==> src/rtl/bpa_pkg.sv <==
package bpa_pkg;

  // Ring geometry. The depth must be a power of two so that the ring
  // pointer wraps by itself.
  localparam int RING_DEPTH = 64;
  localparam int RING_AW    = $clog2(RING_DEPTH);

  localparam logic [7:0] PAGE_POWER_ONLY  = 8'h10;
  localparam logic [7:0] PAGE_CALIBRATION = 8'h01;

  localparam logic [1:0] REQ_PAGE    = 2'd0;
  localparam logic [1:0] REQ_TIMEOUT = 2'd1;
  localparam logic [1:0] REQ_CLOSED  = 2'd2;

  localparam logic [1:0] KIND_POWER   = 2'd0;
  localparam logic [1:0] KIND_TIMEOUT = 2'd1;
  localparam logic [1:0] KIND_CLOSED  = 2'd2;

  // Instant power that means "none seen yet".
  localparam logic [15:0] INST_NONE = 16'hFFFF;

  localparam logic [6:0] WINDOW_RESET = 7'd1;

  // Quotient bits of the 24-bit by 8-bit division.
  localparam int DIV_STEPS = 24;
  localparam int DIV_CW    = $clog2(DIV_STEPS);

  typedef enum logic [2:0] {
    ST_IDLE,
    ST_UPDATE,
    ST_RD_NEW,
    ST_RD_OLD,
    ST_CHECK,
    ST_DIVIDE,
    ST_FINISH
  } state_t;

  typedef struct packed {
    logic capture;
    logic update;
    logic rd_oldest;
    logic take_newest;
    logic check;
    logic div_step;
    logic out_load;
  } bpa_cmd_t;

  typedef struct packed {
    logic has_msg;
    logic fallback;
  } bpa_sts_t;

endpackage

==> src/rtl/bpa_ifs.sv <==
interface bpa_in_if;
  logic        valid;
  logic        ready;
  logic [1:0]  req_type;
  logic [7:0]  page_id;
  logic [7:0]  page_event_count;
  logic [15:0] page_accum_power;
  logic signed [15:0] page_instant_power;

  modport source (output valid, req_type, page_id, page_event_count,
                  page_accum_power, page_instant_power, input ready);
  modport sink   (input valid, req_type, page_id, page_event_count,
                  page_accum_power, page_instant_power, output ready);
endinterface

interface bpa_out_if;
  logic        valid;
  logic        ready;
  logic        msg_valid;
  logic [1:0]  msg_kind;
  logic signed [15:0] msg_watts;
  logic signed [24:0] avg_power;

  modport source (output valid, msg_valid, msg_kind, msg_watts, avg_power,
                  input ready);
  modport sink   (input valid, msg_valid, msg_kind, msg_watts, avg_power,
                  output ready);
endinterface

interface bpa_cfg_if;
  logic       valid;
  logic       ready;
  logic [6:0] window_seconds;

  modport source (output valid, window_seconds, input ready);
  modport sink   (input valid, window_seconds, output ready);
endinterface

==> src/rtl/bpa_ctrl.sv <==
module bpa_ctrl (
  input  logic              clk,
  input  logic              rst,
  input  logic              in_valid,
  output logic              in_ready,
  output logic              out_valid,
  input  logic              out_ready,
  input  bpa_pkg::bpa_sts_t sts,
  output bpa_pkg::bpa_cmd_t cmd
);
  import bpa_pkg::*;

  state_t             state;
  state_t             state_next;
  logic [DIV_CW-1:0]  cnt;
  logic [DIV_CW-1:0]  cnt_next;
  logic               out_full;
  logic               out_full_next;

  always_ff @(posedge clk) begin
    if (rst) begin
      state    <= ST_IDLE;
      cnt      <= '0;
      out_full <= 1'b0;
    end else begin
      state    <= state_next;
      cnt      <= cnt_next;
      out_full <= out_full_next;
    end
  end

  always_comb begin
    state_next = state;
    cnt_next   = cnt;
    cmd        = '0;
    in_ready   = 1'b0;
    case (state)
      ST_IDLE: begin
        in_ready = 1'b1;
        if (in_valid) begin
          cmd.capture = 1'b1;
          state_next  = ST_UPDATE;
        end
      end
      ST_UPDATE: begin
        cmd.update = 1'b1;
        state_next = sts.has_msg ? ST_RD_NEW : ST_FINISH;
      end
      ST_RD_NEW: begin
        state_next = ST_RD_OLD;
      end
      ST_RD_OLD: begin
        cmd.rd_oldest   = 1'b1;
        cmd.take_newest = 1'b1;
        state_next      = ST_CHECK;
      end
      ST_CHECK: begin
        cmd.check  = 1'b1;
        cnt_next   = '0;
        state_next = sts.fallback ? ST_FINISH : ST_DIVIDE;
      end
      ST_DIVIDE: begin
        cmd.div_step = 1'b1;
        cnt_next     = cnt + 1'b1;
        if (cnt == DIV_CW'(DIV_STEPS - 1)) begin
          state_next = ST_FINISH;
        end
      end
      ST_FINISH: begin
        if (!out_full || out_ready) begin
          cmd.out_load = 1'b1;
          state_next   = ST_IDLE;
        end
      end
      default: begin
        state_next = ST_IDLE;
      end
    endcase
  end

  always_comb begin
    if (cmd.out_load) begin
      out_full_next = 1'b1;
    end else if (out_ready) begin
      out_full_next = 1'b0;
    end else begin
      out_full_next = out_full;
    end
  end

  assign out_valid = out_full;

endmodule

==> src/rtl/bpa_dpath.sv <==
module bpa_dpath (
  input  logic               clk,
  input  logic               rst,
  input  bpa_pkg::bpa_cmd_t  cmd,
  output bpa_pkg::bpa_sts_t  sts,
  input  logic [1:0]         req_type,
  input  logic [7:0]         page_id,
  input  logic [7:0]         page_event_count,
  input  logic [15:0]        page_accum_power,
  input  logic signed [15:0] page_instant_power,
  input  logic               cfg_we,
  input  logic [6:0]         cfg_window,
  output logic               msg_valid,
  output logic [1:0]         msg_kind,
  output logic signed [15:0] msg_watts,
  output logic signed [24:0] avg_power
);
  import bpa_pkg::*;

  // Latched request.
  logic [1:0]  req_q;
  logic [7:0]  page_q;
  logic [7:0]  count_q;
  logic [15:0] accum_q;
  logic [15:0] inst_q;

  // Block state.
  logic [6:0]         window;
  logic [RING_AW-1:0] head;
  logic [15:0]        last_inst;
  logic [23:0]        ring_mem [RING_DEPTH];
  logic [RING_DEPTH-1:0] ring_vld;

  // Read port.
  logic [RING_AW-1:0] newest;
  logic [RING_AW-1:0] oldest;
  logic [RING_AW-1:0] rd_addr;
  logic [23:0]        rd_q;
  logic               rd_vld_q;
  logic [23:0]        rd_data;
  logic [23:0]        newest_q;

  // Average computation.
  logic [7:0]  dcount;
  logic [15:0] daccum;
  logic        fallback_q;
  logic [23:0] quo;
  logic [7:0]  rem;
  logic [7:0]  div_d;
  logic [8:0]  rem_sh;
  logic [8:0]  rem_sub;

  logic is_power;
  logic is_calib;
  logic has_msg;

  assign is_power = (req_q == REQ_PAGE) && (page_q == PAGE_POWER_ONLY);
  assign is_calib = (req_q == REQ_PAGE) && (page_q == PAGE_CALIBRATION);
  assign has_msg  = is_power || is_calib || (req_q == REQ_TIMEOUT) ||
                    (req_q == REQ_CLOSED);

  always_ff @(posedge clk) begin
    if (cmd.capture) begin
      req_q   <= req_type;
      page_q  <= page_id;
      count_q <= page_event_count;
      accum_q <= page_accum_power;
      inst_q  <= page_instant_power;
    end
  end

  always_ff @(posedge clk) begin
    if (rst) begin
      window    <= WINDOW_RESET;
      head      <= '0;
      last_inst <= INST_NONE;
      ring_vld  <= '0;
    end else begin
      if (cfg_we) begin
        window <= cfg_window;
      end
      if (cmd.update && is_power) begin
        head           <= head + 1'b1;
        last_inst      <= inst_q;
        ring_vld[head] <= 1'b1;
      end else if (cmd.update && (req_q == REQ_TIMEOUT)) begin
        last_inst <= INST_NONE;
      end
    end
  end

  // The look-back is twice the window, taken modulo the ring depth.
  assign newest  = head - 1'b1;
  assign oldest  = newest - RING_AW'({window, 1'b0});
  assign rd_addr = cmd.rd_oldest ? oldest : newest;

  always_ff @(posedge clk) begin
    if (cmd.update && is_power) begin
      ring_mem[head] <= {count_q, accum_q};
    end
    rd_q     <= ring_mem[rd_addr];
    rd_vld_q <= ring_vld[rd_addr];
  end

  // Entries never written read as zero.
  assign rd_data = rd_vld_q ? rd_q : 24'h000000;

  always_ff @(posedge clk) begin
    if (cmd.take_newest) begin
      newest_q <= rd_data;
    end
  end

  assign dcount = newest_q[23:16] - rd_data[23:16];
  assign daccum = newest_q[15:0] - rd_data[15:0];

  // Restoring division, one quotient bit per step.
  assign rem_sh  = {rem, quo[23]};
  assign rem_sub = rem_sh - {1'b0, div_d};

  always_ff @(posedge clk) begin
    if (cmd.check) begin
      fallback_q <= (dcount == 8'h00) || (rd_data[15:0] == 16'h0000);
      quo        <= {daccum, 8'h00};
      rem        <= 8'h00;
      div_d      <= dcount;
    end else if (cmd.div_step) begin
      if (rem_sh >= {1'b0, div_d}) begin
        rem <= rem_sub[7:0];
        quo <= {quo[22:0], 1'b1};
      end else begin
        rem <= rem_sh[7:0];
        quo <= {quo[22:0], 1'b0};
      end
    end
  end

  assign sts.has_msg  = has_msg;
  assign sts.fallback = (dcount == 8'h00) || (rd_data[15:0] == 16'h0000);

  always_ff @(posedge clk) begin
    if (cmd.out_load) begin
      msg_valid <= has_msg;
      msg_kind  <= has_msg ? req_q : KIND_POWER;
      msg_watts <= is_power ? inst_q : 16'sh0000;
      if (!has_msg) begin
        avg_power <= '0;
      end else if (fallback_q) begin
        avg_power <= {last_inst[15], last_inst, 8'h00};
      end else begin
        avg_power <= {1'b0, quo};
      end
    end
  end

endmodule

==> src/rtl/bike_power_page_averager.sv <==
// A request that raises no message goes from the update state straight to the
// result register; otherwise both ring reads and the fallback check come first,
// and the 24-step divider runs unless the average falls back to instant power.
// One request is in flight at a time; the next is taken once the previous result
// is loaded, waiting on the divider, the single ring read port and the sink.
// Reset (rst, synchronous, active high) empties the ring, sets the window to 1 s.
module bike_power_page_averager (
  input logic       clk,
  input logic       rst,
  bpa_in_if.sink    req,
  bpa_out_if.source msg,
  bpa_cfg_if.sink   cfg
);
  import bpa_pkg::*;

  // The controller sequences each request through the update and, for a message,
  // two ring reads, the fallback check and, if needed, the divider; the datapath
  // holds the ring, the latched request, the divider and the output register.
  bpa_cmd_t cmd;
  bpa_sts_t sts;

  // The window register may be written at any time the block is idle, so
  // the configuration channel is always ready.
  assign cfg.ready = 1'b1;

  bpa_ctrl u_ctrl (
    .clk       (clk),
    .rst       (rst),
    .in_valid  (req.valid),
    .in_ready  (req.ready),
    .out_valid (msg.valid),
    .out_ready (msg.ready),
    .sts       (sts),
    .cmd       (cmd)
  );

  // The result register sits between the two sides: a finished result may
  // wait for the sink while the next request is already accepted.
  bpa_dpath u_dpath (
    .clk                (clk),
    .rst                (rst),
    .cmd                (cmd),
    .sts                (sts),
    .req_type           (req.req_type),
    .page_id            (req.page_id),
    .page_event_count   (req.page_event_count),
    .page_accum_power   (req.page_accum_power),
    .page_instant_power (req.page_instant_power),
    .cfg_we             (cfg.valid),
    .cfg_window         (cfg.window_seconds),
    .msg_valid          (msg.msg_valid),
    .msg_kind           (msg.msg_kind),
    .msg_watts          (msg.msg_watts),
    .avg_power          (msg.avg_power)
  );

endmodule

==> src/flat_wrapper.sv <==
// flat-port wrapper written by rule: the top's interface ports become plain ports
module bike_power_page_averager_flat import bpa_pkg::*;
  (clk, rst, req_valid, req_req_type, req_page_id, req_page_event_count, req_page_accum_power, req_page_instant_power, req_ready, msg_valid, msg_msg_valid, msg_msg_kind, msg_msg_watts, msg_avg_power, msg_ready, cfg_valid, cfg_window_seconds, cfg_ready);
  bpa_in_if req_i ();
  bpa_out_if msg_i ();
  bpa_cfg_if cfg_i ();
  input logic clk;
  input logic rst;
  input wire logic [$bits(req_i.valid)-1:0] req_valid;
  input wire logic [$bits(req_i.req_type)-1:0] req_req_type;
  input wire logic [$bits(req_i.page_id)-1:0] req_page_id;
  input wire logic [$bits(req_i.page_event_count)-1:0] req_page_event_count;
  input wire logic [$bits(req_i.page_accum_power)-1:0] req_page_accum_power;
  input wire logic [$bits(req_i.page_instant_power)-1:0] req_page_instant_power;
  output wire logic [$bits(req_i.ready)-1:0] req_ready;
  output wire logic [$bits(msg_i.valid)-1:0] msg_valid;
  output wire logic [$bits(msg_i.msg_valid)-1:0] msg_msg_valid;
  output wire logic [$bits(msg_i.msg_kind)-1:0] msg_msg_kind;
  output wire logic [$bits(msg_i.msg_watts)-1:0] msg_msg_watts;
  output wire logic [$bits(msg_i.avg_power)-1:0] msg_avg_power;
  input wire logic [$bits(msg_i.ready)-1:0] msg_ready;
  input wire logic [$bits(cfg_i.valid)-1:0] cfg_valid;
  input wire logic [$bits(cfg_i.window_seconds)-1:0] cfg_window_seconds;
  output wire logic [$bits(cfg_i.ready)-1:0] cfg_ready;
  assign req_i.valid = req_valid;
  assign req_i.req_type = req_req_type;
  assign req_i.page_id = req_page_id;
  assign req_i.page_event_count = req_page_event_count;
  assign req_i.page_accum_power = req_page_accum_power;
  assign req_i.page_instant_power = req_page_instant_power;
  assign req_ready = req_i.ready;
  assign msg_valid = msg_i.valid;
  assign msg_msg_valid = msg_i.msg_valid;
  assign msg_msg_kind = msg_i.msg_kind;
  assign msg_msg_watts = msg_i.msg_watts;
  assign msg_avg_power = msg_i.avg_power;
  assign msg_i.ready = msg_ready;
  assign cfg_i.valid = cfg_valid;
  assign cfg_i.window_seconds = cfg_window_seconds;
  assign cfg_ready = cfg_i.ready;
  bike_power_page_averager u_core (.clk(clk), .rst(rst), .req(req_i), .msg(msg_i), .cfg(cfg_i));
endmodule
==> config.mk <==
export PLATFORM = sky130hd
export DESIGN_NAME = bike_power_page_averager_flat
export DESIGN_NICKNAME = d
export VERILOG_FILES = /design/src/rtl/bpa_pkg.sv /design/src/rtl/bpa_ifs.sv /design/src/rtl/bpa_ctrl.sv /design/src/rtl/bpa_dpath.sv /design/src/rtl/bike_power_page_averager.sv /design/src/flat_wrapper.sv
export SDC_FILE = /design/constraint.sdc
export NUM_CORES = 2
export LEC_CHECK = 0
export ABC_AREA = 1
export BUFFER_PORTS_ARGS = -buffer_cell sky130_fd_sc_hd__buf_4
export CELL_PAD_IN_SITES_DETAIL_PLACEMENT = 0
export CELL_PAD_IN_SITES_GLOBAL_PLACEMENT = 2
export CORE_ASPECT_RATIO = 1.4
export CORE_UTILIZATION = 39
export CTS_CLUSTER_DIAMETER = 40
export DETAILED_ROUTE_END_ITERATION = 6
export GPL_ROUTABILITY_DRIVEN = 0
export GPL_TIMING_DRIVEN = 0
export PLACE_DENSITY_LB_ADDON = 0.1
export RECOVER_POWER = 100
export SYNTH_ARGS = -nofsm -noshare
export SYNTH_HDL_FRONTEND = slang
export SYNTH_SLANG_ARGS = --single-unit
==> constraint.sdc <==
create_clock -name clk -period 3.4 [get_ports clk]
set_input_delay 0.51 -clock clk [delete_from_list [all_inputs] [get_ports clk]]
set_output_delay 0.51 -clock clk [all_outputs]
set_load 0.005 [all_outputs]
==> impl_metrics.toml <==
[status]
status = "complete, but fails checks"
violations = "DRC, capacitance limit, slew limit, setup timing"

[clocking]
clk_pin_slew_worst_paths_ps = 60
clock_latency_ps = 880
cts-root-buf = "clkbuf_16"
cts.sinks = 1820
numCtsBuffers = 217
tritoncts = "done"
htree_levels = 4
clockBufferDepth = 3

[synthesis]
synth_seq_area_share_pct = 72.5
yosys_warnings = 0
synth_top_area_share_pct = 68.7
synthCells = 6377
syn_nets = 6481
syn_avg_cell_area_um2 = 11.5
syn_area_um2 = 73400
synthFlopType = "edfxtp_1"
ys_types = 41
yosysTopAreaCell = "edfxtp_1"
ys_ff_latch = 1820
ys_async_sr_fraction_pct = 0
synth_area_leaders = "edfxtp_1 69%, nand3_1 11%, nand2_1 9.7%"
synth_edf_count = 1679

[drt]
first_pass_iters = 7
vias_per_cell = 5.46
totalWireLength_um = 291000
wire_per_inst_um = 30.1
ant_nets = 0
drt_iter0_drc = 4814
drcViolationCount = 2
num_vias = 52737

[worst_setup_path]
crit_chain = "clkbuf_1, dlygate4sd2_1, nand2_1, nand3_1, nand3_1, nand3_1, nand3_1, nand2_2, nand2_1, nand2_1"
cpPeakStageDelay_ps = 1090
arrival_ps = 4270
cp_max_fo = 11
critical-path-top-delay-family = "buffers and inverters"
end_kind = "flip-flop"
critPathLaunchType = "flip-flop"
worst-endpoint-required_ps = 4210
cp_slowest_cell = "dlygate4sd2_1"
crit_path_frequent_cell = "nand3_1"
critPathBufInv = 2
critical_path_class = "flip-flop to flip-flop"

[floorplanning]
core_um2 = 187000
fp.dieW_um = 369
io_pins = 109
start_util_pct = 39.2
die_area_um2 = 190000
die_h_um = 515
rows = 188

[sta]
finalSetupViolCount = 37
hold_viol_final = 0
post-route-period-util_pct = 102
worst_slew_pin_slew_ps = 1760
slew_viol_final = 47
fin_crit_ps = 3460
tns_ps = -766
fin_worst_skew_ps = 23.6
hold_ws_ps = 115
max_slew_margin_pct = -17.6
fmax_mhz = 289
fin_ws_ps = -58.2

[global_route]
grt_pass1_wl_um = 398000
grt_pass1_vias = 50547
gr-usage-all-layers_pct = 30.4
grt_overflow = 0
grt_start_max_net_pins = 39
antenna_found_initial = 15

[cells_and_area]
finalNetCount = 7103
nFillCells = 17088
fin_area_um2 = 90800
drive_gt1_share_pct = 16.6
seq_area_um2 = 53200
stdcell_count = 9666
fin_util_pct = 48.5
multi_input_area_um2 = 20300
area.growth.synth_to_final_pct = 23.7

[placement]
port_buffers = 104
hpwl_um = 204000
dp.cells = 9089
dp_slack_ps = -2140
dpl_cell_area_um2 = 81000

[power_and_ir_drop]
p_total_mw = 60.9
p_leak_nw = 32.8
peakVddDrop_v = 0.000432
p_per_area_nw_per_um2 = 671

[flow_run]
drv_cap = 4

[worst_hold_path]
hold_class = "primary input to flip-flop"
## cells in the mapped netlist (3+ instances only)
cell type  count
edfxtp_1    1679
nor4_1         4
xnor2_1        5
nand2_1     1895
o22ai_1       27
a211oi_1       3
ha_1          38
o21ai_2        4
nor2_1       267
buf_4          3
o21a_1         7
clkbuf_1     175
buf_1         22
or2_2          4
a21o_1         3
a31oi_1        3
fa_1           4
buf_2        180
inv_2         11
nand4_1        9
a21oi_1       52
dfxtp_1      141
nor3_1        17
nand3_1     1549
o21ai_0       61
xor2_1         5
inv_1        188
## metal layers
metal	GRT usage, %	routed length, um	vias up
li1	-	-	23724
met1	35.3	107000	26319
met2	53.6	146000	2044
met3	3.98	16800	648
met4	17.4	20800	2
met5	0	12	-
## worst reg2reg max path, cell delays in order (launching register included)
cell	delay, ps
dfxtp_4	380
clkbuf_1	920
dlygate4sd2_1	1090
nand2_1	120
nand3_1	130
nand3_1	90
nand3_1	160
nand3_1	180
nand2_2	190
nand2_1	70
nand2_1	60
## layout by cell type, fill, tap and decap left out, types with 51 or more instances in the layout
cell type,n
o21ai_0,60
nand3_4,82
clkbuf_16,223
dfxtp_1,140
nor2_1,239
buf_2,99
nand3_2,191
clkbuf_4,121
nand2_1,1856
inv_1,181
a21oi_1,52
clkbuf_1,282
nand3_1,1278
buf_4,63
dlygate4sd3_1,58
buf_12,51
edfxtp_1,1679
## logic make-up (layout without fill, tap and decap cells)
| family | count (synthesis) | count (layout) | synth area share [%] |
|---|---|---|---|
| adders and majority gates | 42 | 42 | 0.756 |
| other | 1 | 9 | 0.00511 |
| DFF | 1820 | 1820 | 72.5 |
| AOI/OAI and AO/OA | 169 | 169 | 1.30 |
| and+or+nand+nor | 3754 | 3765 | 22.0 |
| xor gates and xnor gates | 12 | 12 | 0.164 |
| buffers and inverters | 579 | 1379 | 3.28 |
## final timing paths
path                                 end  cells past startpoint                         from  slack [ps]
max reg2reg      u_core.u_dpath.rd_q[23]                     10       u_core.u_dpath.head[0]         -60
min reg2reg  u_core.u_dpath.ring_vld[55]                      1  u_core.u_dpath.ring_vld[55]         470
min             u_core.u_dpath.window[2]                      3                    cfg_valid         120
max              u_core.u_dpath.rd_q[23]                     10       u_core.u_dpath.head[0]         -60
## registers in the layout (all words and copies together) (netlist names), 5 cells and up
signal,count
u_core.u_dpath.ring_mem,1536
u_core.u_dpath.ring_vld,64
u_core.u_dpath.avg_power,25
u_core.u_dpath.newest_q,24
u_core.u_dpath.quo,24
u_core.u_dpath.rd_q,24
u_core.u_dpath.accum_q,16
u_core.u_dpath.inst_q,16
u_core.u_dpath.last_inst,16
u_core.u_dpath.msg_watts,16
u_core.u_dpath.count_q,8
u_core.u_dpath.div_d,8
u_core.u_dpath.page_q,8
u_core.u_dpath.rem,8
u_core.u_dpath.head,6
u_core.u_ctrl.cnt,5
u_core.u_dpath.window,5
## final cells by class
class	count	area share, %
well taps	2470	3.40
repair inverters	2	0.0234
plain buffers	376	2.75
inverters	199	0.867
clock inverters	152	1.98
clock buffers	256	6.29
repair buffers	394	3.70
multi-input cells	3989	22.3
flip-flops and latches	1820	58.6
diodes	8	0.0220
## power breakdown
group / leakage (nW) / total, mW / internal, mW / switching (mW)
Sequential: 16.3 / 27.0 / 26.5 / 0.553
Clock: 3.64 / 24.3 / 14.3 / 10.0
Combinational: 12.9 / 9.67 / 2.37 / 7.30
## what timing repair did
item,in CTS,in global routing
endpoints found under the hold margin,56,0
hold buffers,58,0
endpoints found under the setup margin,1562,51
pin swaps,99,25
gates resized for setup,707,38
cloned,19,3
buffers inserted,85,0
Power figures use the tool's default switching activity.
